[src/sv/spv_pkg.sv]
// ----------------------------------------------------------------------------
// spv_pkg
// Shared types and microprogram of the scheduled piecewise-linear value unit.
// ----------------------------------------------------------------------------
package spv_pkg;

    // input item kinds, carried on s_axis_tuser
    typedef enum logic [1:0] {
        ACT_WRITE = 2'd0,
        ACT_RESET = 2'd1,
        ACT_STEP  = 2'd2
    } t_action;

    // datapath operations of one microprogram step
    typedef enum logic [3:0] {
        U_NOP,
        U_READ0,      // read slot 0, index <= 1
        U_LOAD,       // x1/y1 <= read data
        U_READI,      // read slot at index, x0/y0 <= x1/y1, index++
        U_DIFF,       // dx, den, |dy| and its sign
        U_MUL,        // product <= dx * |dy|
        U_DIV,        // start the divider
        U_FIN_Q,      // held <= y0 +/- quotient, emit
        U_FIN_Y1,     // held <= y1, emit
        U_FIN_RST,    // held <= y1, zero increment, emit
        U_FIN_EMPTY   // held kept, empty status, emit
    } t_uop;

    // jump conditions
    typedef enum logic [2:0] {
        C_NONE,
        C_ALWAYS,
        C_EMPTY,      // no points in use
        C_RESET,      // current item is a reset
        C_LT,         // time below x1
        C_NOMORE,     // scan finished
        C_GE,         // x1 at or below time
        C_DIVBUSY     // divider still running
    } t_cond;

    typedef logic [3:0] t_step;

    typedef struct packed {
        t_uop  op;
        t_cond cond;
        t_step target;
    } t_uword;

    localparam t_step ST_READ0  = 4'd0;
    localparam t_step ST_FIRST  = 4'd1;
    localparam t_step ST_BELOW  = 4'd2;
    localparam t_step ST_SCAN   = 4'd3;
    localparam t_step ST_NEXT   = 4'd4;
    localparam t_step ST_TAKE   = 4'd5;
    localparam t_step ST_EVAL   = 4'd6;
    localparam t_step ST_MUL    = 4'd7;
    localparam t_step ST_DIV    = 4'd8;
    localparam t_step ST_WAIT   = 4'd9;
    localparam t_step ST_INTERP = 4'd10;
    localparam t_step ST_HOLD   = 4'd11;
    localparam t_step ST_RESET  = 4'd12;
    localparam t_step ST_EMPTY  = 4'd13;

    // control store
    function automatic t_uword ucode(input t_step pc);
        t_uword w;
        unique case (pc)
            ST_READ0:  w = '{U_READ0,     C_EMPTY,   ST_EMPTY};
            ST_FIRST:  w = '{U_LOAD,      C_RESET,   ST_RESET};
            ST_BELOW:  w = '{U_NOP,       C_LT,      ST_HOLD};
            ST_SCAN:   w = '{U_NOP,       C_NOMORE,  ST_EVAL};
            ST_NEXT:   w = '{U_READI,     C_NONE,    ST_READ0};
            ST_TAKE:   w = '{U_LOAD,      C_ALWAYS,  ST_SCAN};
            ST_EVAL:   w = '{U_DIFF,      C_GE,      ST_HOLD};
            ST_MUL:    w = '{U_MUL,       C_NONE,    ST_READ0};
            ST_DIV:    w = '{U_DIV,       C_NONE,    ST_READ0};
            ST_WAIT:   w = '{U_NOP,       C_DIVBUSY, ST_WAIT};
            ST_INTERP: w = '{U_FIN_Q,     C_NONE,    ST_READ0};
            ST_HOLD:   w = '{U_FIN_Y1,    C_NONE,    ST_READ0};
            ST_RESET:  w = '{U_FIN_RST,   C_NONE,    ST_READ0};
            ST_EMPTY:  w = '{U_FIN_EMPTY, C_NONE,    ST_READ0};
            default:   w = '{U_NOP,       C_ALWAYS,  ST_EMPTY};
        endcase
        return w;
    endfunction

endpackage

[src/sv/spv_div.sv]
// ----------------------------------------------------------------------------
// spv_div
// Restoring divider, one quotient bit per cycle, 64/32 with 32-bit quotient.
// ----------------------------------------------------------------------------
module spv_div (
    input  logic        i_clk,
    input  logic        i_rst_n,
    input  logic        i_start,
    input  logic [63:0] i_dividend,  // high half must be below the divisor
    input  logic [31:0] i_divisor,
    output logic        o_busy,
    output logic [31:0] o_quotient
);

    logic        r_busy;
    logic [4:0]  r_cnt;
    logic [31:0] r_rem;
    logic [31:0] r_quo;
    logic [31:0] r_den;
    logic [32:0] trial;
    logic [32:0] diff;
    logic        ge;

    assign trial = {r_rem, r_quo[31]};
    assign diff  = trial - {1'b0, r_den};
    assign ge    = (trial >= {1'b0, r_den});

    always_ff @(posedge i_clk) begin
        if (!i_rst_n) begin
            r_busy <= 1'b0;
            r_cnt  <= '0;
        end else if (i_start) begin
            r_busy <= 1'b1;
            r_cnt  <= '0;
        end else if (r_busy) begin
            r_cnt <= r_cnt + 5'd1;
            if (r_cnt == 5'd31) begin
                r_busy <= 1'b0;
            end
        end
    end

    always_ff @(posedge i_clk) begin
        if (i_start) begin
            r_rem <= i_dividend[63:32];
            r_quo <= i_dividend[31:0];
            r_den <= i_divisor;
        end else if (r_busy) begin
            // remainder stays below the divisor, so 32 bits hold it
            r_rem <= ge ? diff[31:0] : trial[31:0];
            r_quo <= {r_quo[30:0], ge};
        end
    end

    assign o_busy     = r_busy;
    assign o_quotient = r_quo;

endmodule

[src/sv/scheduled_piecewise_linear_value_unit.sv]
// ----------------------------------------------------------------------------
// scheduled_piecewise_linear_value_unit
// Breakpoint table with linear interpolation of a held value over time.
// ----------------------------------------------------------------------------
//
//  channel  | dir | handshake                    | content
//  ---------+-----+------------------------------+------------------------------
//  s_axis   | in  | s_axis_tvalid/s_axis_tready  | tuser action, tdata point data
//  m_axis   | out | m_axis_tvalid/m_axis_tready  | tuser status, tdata value/incr
//  cfg      | in  | i_cfg_valid/o_cfg_ready      | point_count
//
//  Write items give no result. Reset items run READ0, FIRST and RESET;
//  empty-schedule items run READ0 and EMPTY. An interpolating step item runs
//  the setup and finish steps, NEXT, TAKE and SCAN for each breakpoint
//  passed in the scan, and waits on the bit-serial divider.
//  Reset is synchronous; the table has no reset and no clearing pass.
//  A finished result sits in the output register; the sequencer stalls on
//  its last step only when that register is still full.
//
module scheduled_piecewise_linear_value_unit #(
    parameter int MAX_POINTS = 16
) (
    input  logic         i_clk,
    input  logic         i_rst_n,
    // input items
    input  logic         s_axis_tvalid,
    output logic         s_axis_tready,
    // [3:0] point_index, [35:4] point_time, [67:36] point_value,
    // [99:68] time_now, [103:100] zero
    input  logic [103:0] s_axis_tdata,
    // [1:0] action
    input  logic [1:0]   s_axis_tuser,
    // result items
    output logic         m_axis_tvalid,
    input  logic         m_axis_tready,
    // [31:0] current_out, [64:32] increment, [71:65] zero
    output logic [71:0]  m_axis_tdata,
    // [0] status
    output logic         m_axis_tuser,
    // configuration
    input  logic         i_cfg_valid,
    output logic         o_cfg_ready,
    input  logic [4:0]   i_cfg_data
);

    import spv_pkg::*;

    localparam int AW = (MAX_POINTS > 1) ? $clog2(MAX_POINTS) : 1;
    localparam int IW = AW + 1;   // slot index that can also hold the count

    // breakpoint table
    logic [31:0] r_mem_t [MAX_POINTS];
    logic [31:0] r_mem_v [MAX_POINTS];
    logic [31:0] r_rd_t;
    logic [31:0] r_rd_v;

    // sequencer
    logic        r_run;
    t_step       r_upc;
    logic        r_is_reset;
    logic [4:0]  r_point_count;
    t_uword      uw;
    logic        cond_true;
    logic        is_fin;
    logic        out_free;
    logic        advance;

    // datapath
    logic signed [31:0] r_x;
    logic signed [31:0] r_x0;
    logic signed [31:0] r_y0;
    logic signed [31:0] r_x1;
    logic signed [31:0] r_y1;
    logic [IW-1:0]      r_idx;
    logic [31:0]        r_dx;
    logic [31:0]        r_den;
    logic [31:0]        r_mag;
    logic               r_neg;
    logic [63:0]        r_prod;
    logic [31:0]        r_held;
    logic [IW-1:0]      n_used;
    logic [32:0]        dy;
    logic [32:0]        interp;
    logic [31:0]        n_held;
    logic [32:0]        n_inc;

    // output register
    logic        r_m_valid;
    logic [31:0] r_m_cur;
    logic [32:0] r_m_inc;
    logic        r_m_status;

    // divider
    logic        div_start;
    logic        div_busy;
    logic [31:0] div_q;

    // input handshake and item fields
    logic        in_fire;
    logic [3:0]  in_index;
    logic        mem_we;
    logic        rd_en;
    logic [AW-1:0] rd_addr;

    assign s_axis_tready = !r_run;
    assign o_cfg_ready   = 1'b1;
    assign in_fire       = s_axis_tvalid && s_axis_tready;
    assign in_index      = s_axis_tdata[3:0];
    assign mem_we        = in_fire && (s_axis_tuser == ACT_WRITE)
                           && (32'(in_index) < MAX_POINTS);

    // a count above the table depth acts as the depth
    assign n_used = (32'(r_point_count) > MAX_POINTS) ? IW'(MAX_POINTS)
                                                      : IW'(r_point_count);

    // ---------------- microprogram control ----------------
    assign uw       = ucode(r_upc);
    assign is_fin   = (uw.op == U_FIN_Q) || (uw.op == U_FIN_Y1) ||
                      (uw.op == U_FIN_RST) || (uw.op == U_FIN_EMPTY);
    assign out_free = !r_m_valid || m_axis_tready;
    assign advance  = r_run && (!is_fin || out_free);

    always_comb begin
        unique case (uw.cond)
            C_NONE:    cond_true = 1'b0;
            C_ALWAYS:  cond_true = 1'b1;
            C_EMPTY:   cond_true = (n_used == '0);
            C_RESET:   cond_true = r_is_reset;
            C_LT:      cond_true = (r_x < r_x1);
            C_NOMORE:  cond_true = !((r_idx < n_used) && (r_x1 < r_x));
            C_GE:      cond_true = (r_x1 <= r_x);
            C_DIVBUSY: cond_true = div_busy;
            default:   cond_true = 1'b0;
        endcase
    end

    always_ff @(posedge i_clk) begin
        if (!i_rst_n) begin
            r_run <= 1'b0;
            r_upc <= ST_READ0;
        end else if (in_fire && (s_axis_tuser == ACT_RESET ||
                                 s_axis_tuser == ACT_STEP)) begin
            r_run <= 1'b1;
            r_upc <= ST_READ0;
        end else if (advance) begin
            if (is_fin) begin
                r_run <= 1'b0;
            end
            r_upc <= cond_true ? uw.target : r_upc + 4'd1;
        end
    end

    always_ff @(posedge i_clk) begin
        if (!i_rst_n) begin
            r_point_count <= '0;
        end else if (i_cfg_valid) begin
            r_point_count <= i_cfg_data;
        end
    end

    // ---------------- breakpoint table ----------------
    assign rd_en   = r_run && ((uw.op == U_READ0) || (uw.op == U_READI));
    assign rd_addr = (uw.op == U_READ0) ? '0 : AW'(r_idx);

    always_ff @(posedge i_clk) begin
        if (mem_we) begin
            r_mem_t[AW'(in_index)] <= s_axis_tdata[35:4];
            r_mem_v[AW'(in_index)] <= s_axis_tdata[67:36];
        end
        if (rd_en) begin
            r_rd_t <= r_mem_t[rd_addr];
            r_rd_v <= r_mem_v[rd_addr];
        end
    end

    // ---------------- datapath ----------------
    assign dy = {r_y1[31], r_y1} - {r_y0[31], r_y0};

    always_ff @(posedge i_clk) begin
        if (in_fire) begin
            r_is_reset <= (s_axis_tuser == ACT_RESET);
            r_x        <= s_axis_tdata[99:68];
        end
        if (advance) begin
            case (uw.op)
                U_READ0: r_idx <= IW'(1);
                U_LOAD: begin
                    r_x1 <= r_rd_t;
                    r_y1 <= r_rd_v;
                end
                U_READI: begin
                    r_x0  <= r_x1;
                    r_y0  <= r_y1;
                    r_idx <= r_idx + IW'(1);
                end
                U_DIFF: begin
                    // x0 < x < x1 here, so both differences fit 32 bits
                    r_dx  <= r_x - r_x0;
                    r_den <= r_x1 - r_x0;
                    r_neg <= dy[32];
                    r_mag <= dy[32] ? 32'(-dy) : dy[31:0];
                end
                U_MUL:   r_prod <= 64'(r_dx) * 64'(r_mag);
                default: ;
            endcase
        end
    end

    assign div_start = advance && (uw.op == U_DIV);

    spv_div u_div (
        .i_clk      (i_clk),
        .i_rst_n    (i_rst_n),
        .i_start    (div_start),
        .i_dividend (r_prod),
        .i_divisor  (r_den),
        .o_busy     (div_busy),
        .o_quotient (div_q)
    );

    // quotient lies between 0 and |dy|, so the sum fits 32 bits
    assign interp = r_neg ? ({r_y0[31], r_y0} - {1'b0, div_q})
                          : ({r_y0[31], r_y0} + {1'b0, div_q});

    always_comb begin
        case (uw.op)
            U_FIN_Q:   n_held = interp[31:0];
            U_FIN_Y1:  n_held = r_y1;
            U_FIN_RST: n_held = r_y1;
            default:   n_held = r_held;
        endcase
        if (uw.op == U_FIN_Q || uw.op == U_FIN_Y1) begin
            n_inc = {n_held[31], n_held} - {r_held[31], r_held};
        end else begin
            n_inc = '0;
        end
    end

    always_ff @(posedge i_clk) begin
        if (!i_rst_n) begin
            r_held    <= '0;
            r_m_valid <= 1'b0;
        end else begin
            if (r_m_valid && m_axis_tready) begin
                r_m_valid <= 1'b0;
            end
            if (advance && is_fin) begin
                r_held    <= n_held;
                r_m_valid <= 1'b1;
            end
        end
    end

    always_ff @(posedge i_clk) begin
        if (advance && is_fin) begin
            r_m_cur    <= n_held;
            r_m_inc    <= n_inc;
            r_m_status <= (uw.op == U_FIN_EMPTY);
        end
    end

    assign m_axis_tvalid = r_m_valid;
    assign m_axis_tdata  = {7'd0, r_m_inc, r_m_cur};
    assign m_axis_tuser  = r_m_status;

    // ---------------- assertions ----------------
    a_div_idle: assert property (@(posedge i_clk) disable iff (!i_rst_n)
        !r_run |-> !div_busy)
        else $error("divider running with sequencer idle");

    a_empty_inc: assert property (@(posedge i_clk) disable iff (!i_rst_n)
        (r_m_valid && r_m_status) |-> (r_m_inc == '0))
        else $error("empty result with non-zero increment");

    a_q_range: assert property (@(posedge i_clk) disable iff (!i_rst_n)
        (r_run && uw.op == U_FIN_Q) |-> (div_q <= r_mag))
        else $error("quotient beyond value span");

    a_result_src: assert property (@(posedge i_clk) disable iff (!i_rst_n)
        $rose(r_m_valid) |-> $past(r_run))
        else $error("result appeared without a running item");

endmodule

[config.mk]
export PLATFORM = sky130hd
export DESIGN_NAME = scheduled_piecewise_linear_value_unit
export DESIGN_NICKNAME = d
export VERILOG_FILES = /design/src/sv/spv_pkg.sv /design/src/sv/spv_div.sv /design/src/sv/scheduled_piecewise_linear_value_unit.sv
export SDC_FILE = /design/constraint.sdc
export NUM_CORES = 2
export LEC_CHECK = 0
export BUFFER_PORTS_ARGS = -buffer_cell sky130_fd_sc_hd__buf_4
export CORE_MARGIN = 5
export CORE_UTILIZATION = 24
export DETAILED_ROUTE_END_ITERATION = 8
export PLACE_DENSITY_LB_ADDON = 0.08
export SLEW_MARGIN = 20
export SYNTH_ARGS = -nofsm -noshare
export SYNTH_HDL_FRONTEND = slang
export SYNTH_SLANG_ARGS = --single-unit
[constraint.sdc]
create_clock -name i_clk -period 13.6 [get_ports i_clk]
set_input_delay 2.04 -clock i_clk [delete_from_list [all_inputs] [get_ports i_clk]]
set_output_delay 2.04 -clock i_clk [all_outputs]
set_load 0.02 [all_outputs]
# Word level (Yosys, flattened, before mapping)
# Memories as Yosys holds them, arrays and structs flattened. A register that Yosys moved wholly into a read port is not among the register bits.
# Cells that the tools add are included.
[op_classes] addsub=11 n_mul=1 n_lt_le_gt_ge=6 n_eq_ne=20 muxes=25 n_bitwise=1 reduce_logical=37
[op_table] cell="32-bit 2-to-1 mux" count=7
[op_table] cell="32-bit subtractor" count=4
[op_table] cell="32-bit by 32-bit subtractor with 33-bit output" count=2
[op_table] cell="32-bit < comparator" count=2
[op_table] cell="32-bit by 32-bit multiplier with 64-bit output" count=1
[op_table] cell="32-bit case mux with 2 select lines" count=1
[op_table] cell="33-bit by 32-bit greater-or-equal comparator with 1-bit output" count=1
[op_table] cell="32-bit adder" count=1
[op_table] cell="32-bit <= comparator" count=1
[op_table] cell="32-bit negator" count=1
[op_table] cell="4-bit by 3-bit == test with 1-bit output (second input constant)" count=4
[op_table] cell="4-bit 2-to-1 mux" count=4
[op_table] cell="3-bit == test (second input constant)" count=4
[op_table] cell="4-bit == test (second input constant)" count=3
[op_table] cell="2-bit AND reduction" count=6
[op_table] cell="5-bit by 1-bit adder with 5-bit output (second input constant)" count=2
[op_table] cell="1-bit 2-to-1 mux" count=10
[op_table] cell="5-bit case mux with 2 select lines" count=1
[op_table] cell="2-bit nonzero test" count=5
[op_table] cell="1-bit logical AND" count=9
[op_table] cell="4-bit by 2-bit == test with 1-bit output (second input constant)" count=2
[op_table] cell="1-bit case mux with 8 select lines" count=1
[op_table] cell="1-bit logical OR" count=7
[op_table] cell="3-bit by 2-bit == test with 1-bit output (second input constant)" count=2
[op_table] cell="15 further kinds" count=20
[totals] register_bits=538 mem_bits_rw=1024 mem_bits_ro=176 inputBits=116 wordCells=129 mem_count=3
[mem_list] name="r_mem_t" depth=16 width=32 read_ports=1 rd_ports_with_merged_regs=1 wr=1 line="scheduled_piecewise_linear_value_unit.sv:52" rtl="logic [31:0] r_mem_t [MAX_POINTS];"
[mem_list] name="r_mem_v" depth=16 width=32 read_ports=1 rd_ports_with_merged_regs=1 wr=1 line="scheduled_piecewise_linear_value_unit.sv:53" rtl="logic [31:0] r_mem_v [MAX_POINTS];"
[mem_list] name="(no name shown)" depth=16 width=11 read_ports=1 rd_ports_with_merged_regs=1 wr=0 line="spv_pkg.sv:67" rtl="unique case (pc)"

# Longest topological paths before layout
[depth] depth_word=9 mapped_depth=34

# Modules after synthesis
# Synthesis repeated with hierarchy kept, for this count alone.
[unflattened] hier_cells=8831 area_unflattened_um2=105060.8
[by_module_without_submodules] mod="scheduled_piecewise_linear_value_unit" n_inst=1 cells_per_inst=8263 area_each_um2=98843.5 seq_area_each_um2=45553.7
[by_module_without_submodules] mod="spv_div" n_inst=1 cells_per_inst=568 area_each_um2=6217.2 seq_area_each_um2=3002.9

# Least setup slack after synthesis
# No wires, ideal clock.
[synth_timing] path_type="in2reg" startpoint="input s_axis_tvalid" endpoint="memory r_mem_t[0][0] (enable)" arrival_time_ns=8.611 slack_ns=4.424 path_stages=4 n_path_buf=0 path_cell_list="nor2b_1 > nand2_1 > or3_1 > nor3_1"
[synth_via] elab_chain_cells=4
[synth_lines] element="start, declared" line="scheduled_piecewise_linear_value_unit.sv:26" rtl="input logic s_axis_tvalid,"
[synth_lines] element="1-bit logical AND" line="scheduled_piecewise_linear_value_unit.sv:107" rtl="assign in_fire = s_axis_tvalid && s_axis_tready;"
[synth_lines] element="1-bit logical AND" line="scheduled_piecewise_linear_value_unit.sv:109" rtl="assign mem_we = in_fire && (s_axis_tuser == ACT_WRITE)"
[synth_lines] element="1-bit 2-to-1 mux" line="scheduled_piecewise_linear_value_unit.sv:166" rtl="if (mem_we) begin"
[synth_lines] element="1-bit 2-to-1 mux (implied by the code)" line="scheduled_piecewise_linear_value_unit.sv:167" rtl="r_mem_t[AW'(in_index)] <= s_axis_tdata[35:4];"
[synth_lines] element="end, declared" line="scheduled_piecewise_linear_value_unit.sv:52"
# Every way passes these cells.

# Worst setup path in the final report
[layout_timing] startpoint="register r_mag[25]" endpoint="register r_prod[62] (data pin)"
[layout_via] elab_chain_cells=1
[layout_lines] element="start, declared" line="scheduled_piecewise_linear_value_unit.sv:77" rtl="logic [31:0] r_mag;"
[layout_lines] element="start signal, assigned" line="scheduled_piecewise_linear_value_unit.sv:201" rtl="r_mag <= dy[32] ? 32'(-dy) : dy[31:0];"
[layout_lines] element="32-bit by 32-bit multiplier with 64-bit output" line="scheduled_piecewise_linear_value_unit.sv:203" rtl="U_MUL: r_prod <= 64'(r_dx) * 64'(r_mag);"
[layout_lines] element="end signal, assigned" line="scheduled_piecewise_linear_value_unit.sv:203"
[layout_lines] element="end, declared" line="scheduled_piecewise_linear_value_unit.sv:79" rtl="logic [63:0] r_prod;"
# Every way passes these cells.
# A chain may end at the register's enable or synchronous reset.

==> impl_results.md <==
* CTS Buf Count at 197
* Critical path class: reg2reg
* Topmost layer with routed signal wires: met5
* Most prevalent standard cell on the critical path: sky130_fd_sc_hd__fa_1
* Yosys Warn Count at 0
* Max stage delay on crit path at around 1.1 ns
* Root buffer cell: sky130_fd_sc_hd__clkbuf_16
* CTS tree: built
* Clock transition at the registers of the reported paths at 0.06 ns
* Horiz. Die Dim at slightly below 700 µm
* # H-tree levels at 4
* Initial Util at roughly 24%
* Wire length reported by the detailed router at 361000 µm
* Cells after Synth at 9800
* Outcome: finished clean
* Fill count at 46353
* Post-synthesis area per instance at 10.9 µm²
* Core utilization of the finished layout at 27.4%
* Vias in the first global route at 75876
* Insertion delay of the later-clocked pin in the worst-skew pair at 0.89 ns
* Maximum VDD drop at 100 µV
* Setup tns final at 0 ns
* Post-synthesis sequential area ratio at 45.7%
* 1st-pass router iterations at 5
* Routed length on met3 at 11500 µm
* GP Congestion at 0.795
* Syn-to-layout area delta at 13.8%
* Number of buffers inserted by post-CTS setup repair at 0
* Number of buffers between clock root and the deepest sink at 4
* Drt drc at 0
* Leakage power at 47.1 nW
* Fin Clk Skew at 0.0902 ns
* Total length of routed met2 wires at 178000 µm
* Residual antenna-violating net count after detailed routing at 0
* Top Ports at 192
* Cell Pwr Density at 116 nW/µm²
* Post-cts resize count at 0
* Buffers added on ports at 179
* Routed len/inst at 22.7 µm
* Routed length on met1 at about 160000 µm
* Wire length of the first global-routing pass at around 530000 µm
* Count of endpoints failing hold in the final timing report at 0
* Share of flip-flops with an asynchronous set or reset after synthesis at 0%
* Final-report setup violation count at 0
* Leading area contributor after synthesis: sky130_fd_sc_hd__edfxtp_1
* Buf+Inv Stages, Crit Path at 2
* Congestion Overflow GR at 0
* Die Span Y at 676 µm
* Max Cap Violations at 0
* Layout cell share with drive strength beyond 1 at 7.08%
* Startpoint types: flip-flop
* Antenna violations before repair at 52
* CTS Sinks at 1637
* Register bit count reported by yosys at between 1500 and 2000
* Relative slew slack at between 10% and 20%
* Final slew viol count at 0
* Unrepaired setup endpoints after global routing: false
* Global-route usage over all layers at 15.7%
* Data required, critical path at 14.14 ns
* Endpoint kind of the worst setup timing path: flip-flop
* Distinct cell type count of the synthesized netlist at 90
* Top cells by count, synth: 1577 x sky130_fd_sc_hd__edfxtp_1, 1233 x sky130_fd_sc_hd__nand2_1, 1083 x sky130_fd_sc_hd__inv_1
* Core box area at 441000 µm²
* CP top delay family: adder cells
* Syn Std Cell Area at 106000 µm²
* Average via count per standard cell at 4.49
* Final period demand of the worst path at 9.57 ns
* Class of the most critical hold timing path: reg2reg
* CTS Hold Bufs at 0
* DRC marker count from the first detailed-route iteration at 3952
* Dominant synthesized flop cell: sky130_fd_sc_hd__edfxtp_1
* Total number of vias at 71540
* Number of synthesized flops with an enable pin at between 1500 and 2000
* HPWL reported at the end of detailed placement at 242000 µm
* Maximum frequency from static timing analysis at approximately 100 MHz
* Fraction of post-synthesis cell area in the top cell type by area at 44.5%
* Maximum fanout count along the critical path at 19
* Number of nets at the end of the flow at 11371
* Slowest cell on the critical path: sky130_fd_sc_hd__edfxtp_1
* Final critical-path share of the clock period at a little over two thirds
* Pin count of the biggest net entering global routing at 136
* Std-Cell Rows at 244
* Slew of the pin with the lowest slew margin at ~1.2 ns
* Biggest area contributors in the synthesized netlist: sky130_fd_sc_hd__edfxtp_1 45%, sky130_fd_sc_hd__fa_1 17%, sky130_fd_sc_hd__ha_1 5.9%
* Worst path cell trace: buf_4 > nand2_1 > fa_1 > inv_1 > fa_1 > fa_1 > fa_1 > fa_1 > fa_1 > fa_1 > fa_1 > ha_1 > a21oi_1 > o2111ai_1 > a21oi_1 > o41a_1 > o21ai_1 > a2111oi_1 > o21a_1 > o21ai_1 > a221oi_1 > xnor2_1
* Data arrival time of the critical path at roughly 10 ns
* Most repeated cell in the gate-level netlist after synthesis: sky130_fd_sc_hd__edfxtp_1
* Total die area at 456000 µm²
through the flow:
| step | instance area (µm²) | total power [mW] | worst slack [ns] | hold slack (ns) | cells |
|---|---|---|---|---|---|
| 2_1_floorplan | 106000 | 7.81 | 4.42 | 0.400 | 9806 |
| 4_1_cts | 121000 | 14.3 | 3.89 | 0.360 | 15903 |
| 6_report | 121000 | 14.0 | 4.03 | 0.380 | 15927 |
| 5_1_grt | 121000 | 14.8 | 3.70 | 0.387 | 15910 |
| 3_5_place_dp | 115000 | 9.06 | 3.97 | 0.405 | 15556 |
| 3_3_place_gp | 115000 | 9.09 | 3.61 | 0.401 | 15554 |
flip-flops by register name, indices dropped and copies added (netlist names), 33 cells and up:
| name | flops |
|---|---|
| r_prod | 64 |
| r_mem_t | 512 |
| r_m_inc | 33 |
| r_mem_v | 512 |
kinds of logic (layout without fill, tap and decap cells):
logic type               after synthesis  after routing  share of synthesized area, %
other                                  2             30                       0.00706
buffers and inverters               1608           1803                          5.72
adder cells (fa/ha/maj)             1402           1402                          22.9
flip-flops                          1637           1637                          45.7
XOR/XNOR                             277            277                          2.28
AND/OR/NAND/NOR                     3181           3181                          13.6
AO/OA/AOI/OAI                       1675           1675                          9.69
multiplexers                          18             18                         0.169
power by group:
| group | internal (mW) | switching (mW) | leakage (nW) |
|---|---|---|---|
| clock network | 2.94 | 2.17 | 2.95 |
| logic | 1.03 | 2.16 | 29.4 |
| registers | 5.67 | 0.0424 | 14.8 |
routing by layer:
metal | global-route usage, % | up-vias
met5 | 0 | -
met4 | 3.46 | 24
met3 | 1.65 | 414
met2 | 27.3 | 1099
met1 | 20.9 | 36864
li1 | - | 33139
area by class of cell:
class | count | area [µm²] | share of cell area [%]
Sequential cell | 1637 | 48600 | 40.1
Clock buffer | 240 | 5130 | 4.24
Tap cell | 5904 | 7390 | 6.11
Timing Repair Buffer | 371 | 2890 | 2.39
Antenna cell | 22 | 55.1 | 0.0455
Clock inverter | 107 | 921 | 0.761
Multi-Input combinational cell | 6561 | 52000 | 43.0
Inverter | 1085 | 4080 | 3.37
final timing paths:
check        startpoint          to  slack (ns)  cells past startpoint
min reg2reg  r_rd_t[16]    r_x1[16]        0.38                      0
max reg2reg   r_mag[25]  r_prod[62]        4.03                     22
max           r_mag[25]  r_prod[62]        4.03                     22
min          r_rd_t[16]    r_x1[16]        0.38                      0
cells in the final DEF (no fill, tap or decap), types with 110 or more instances in the layout:
cell,count
sky130_fd_sc_hd__a21o_1,110
sky130_fd_sc_hd__a21oi_1,562
sky130_fd_sc_hd__a31oi_1,245
sky130_fd_sc_hd__and2_1,602
sky130_fd_sc_hd__buf_4,362
sky130_fd_sc_hd__clkbuf_16,199
sky130_fd_sc_hd__edfxtp_1,1577
sky130_fd_sc_hd__fa_1,902
sky130_fd_sc_hd__ha_1,500
sky130_fd_sc_hd__inv_1,1083
sky130_fd_sc_hd__nand2_1,1230
sky130_fd_sc_hd__nor2_1,925
sky130_fd_sc_hd__o21ai_0,362
sky130_fd_sc_hd__xnor2_1,188
Power figures use the tool's default switching activity.
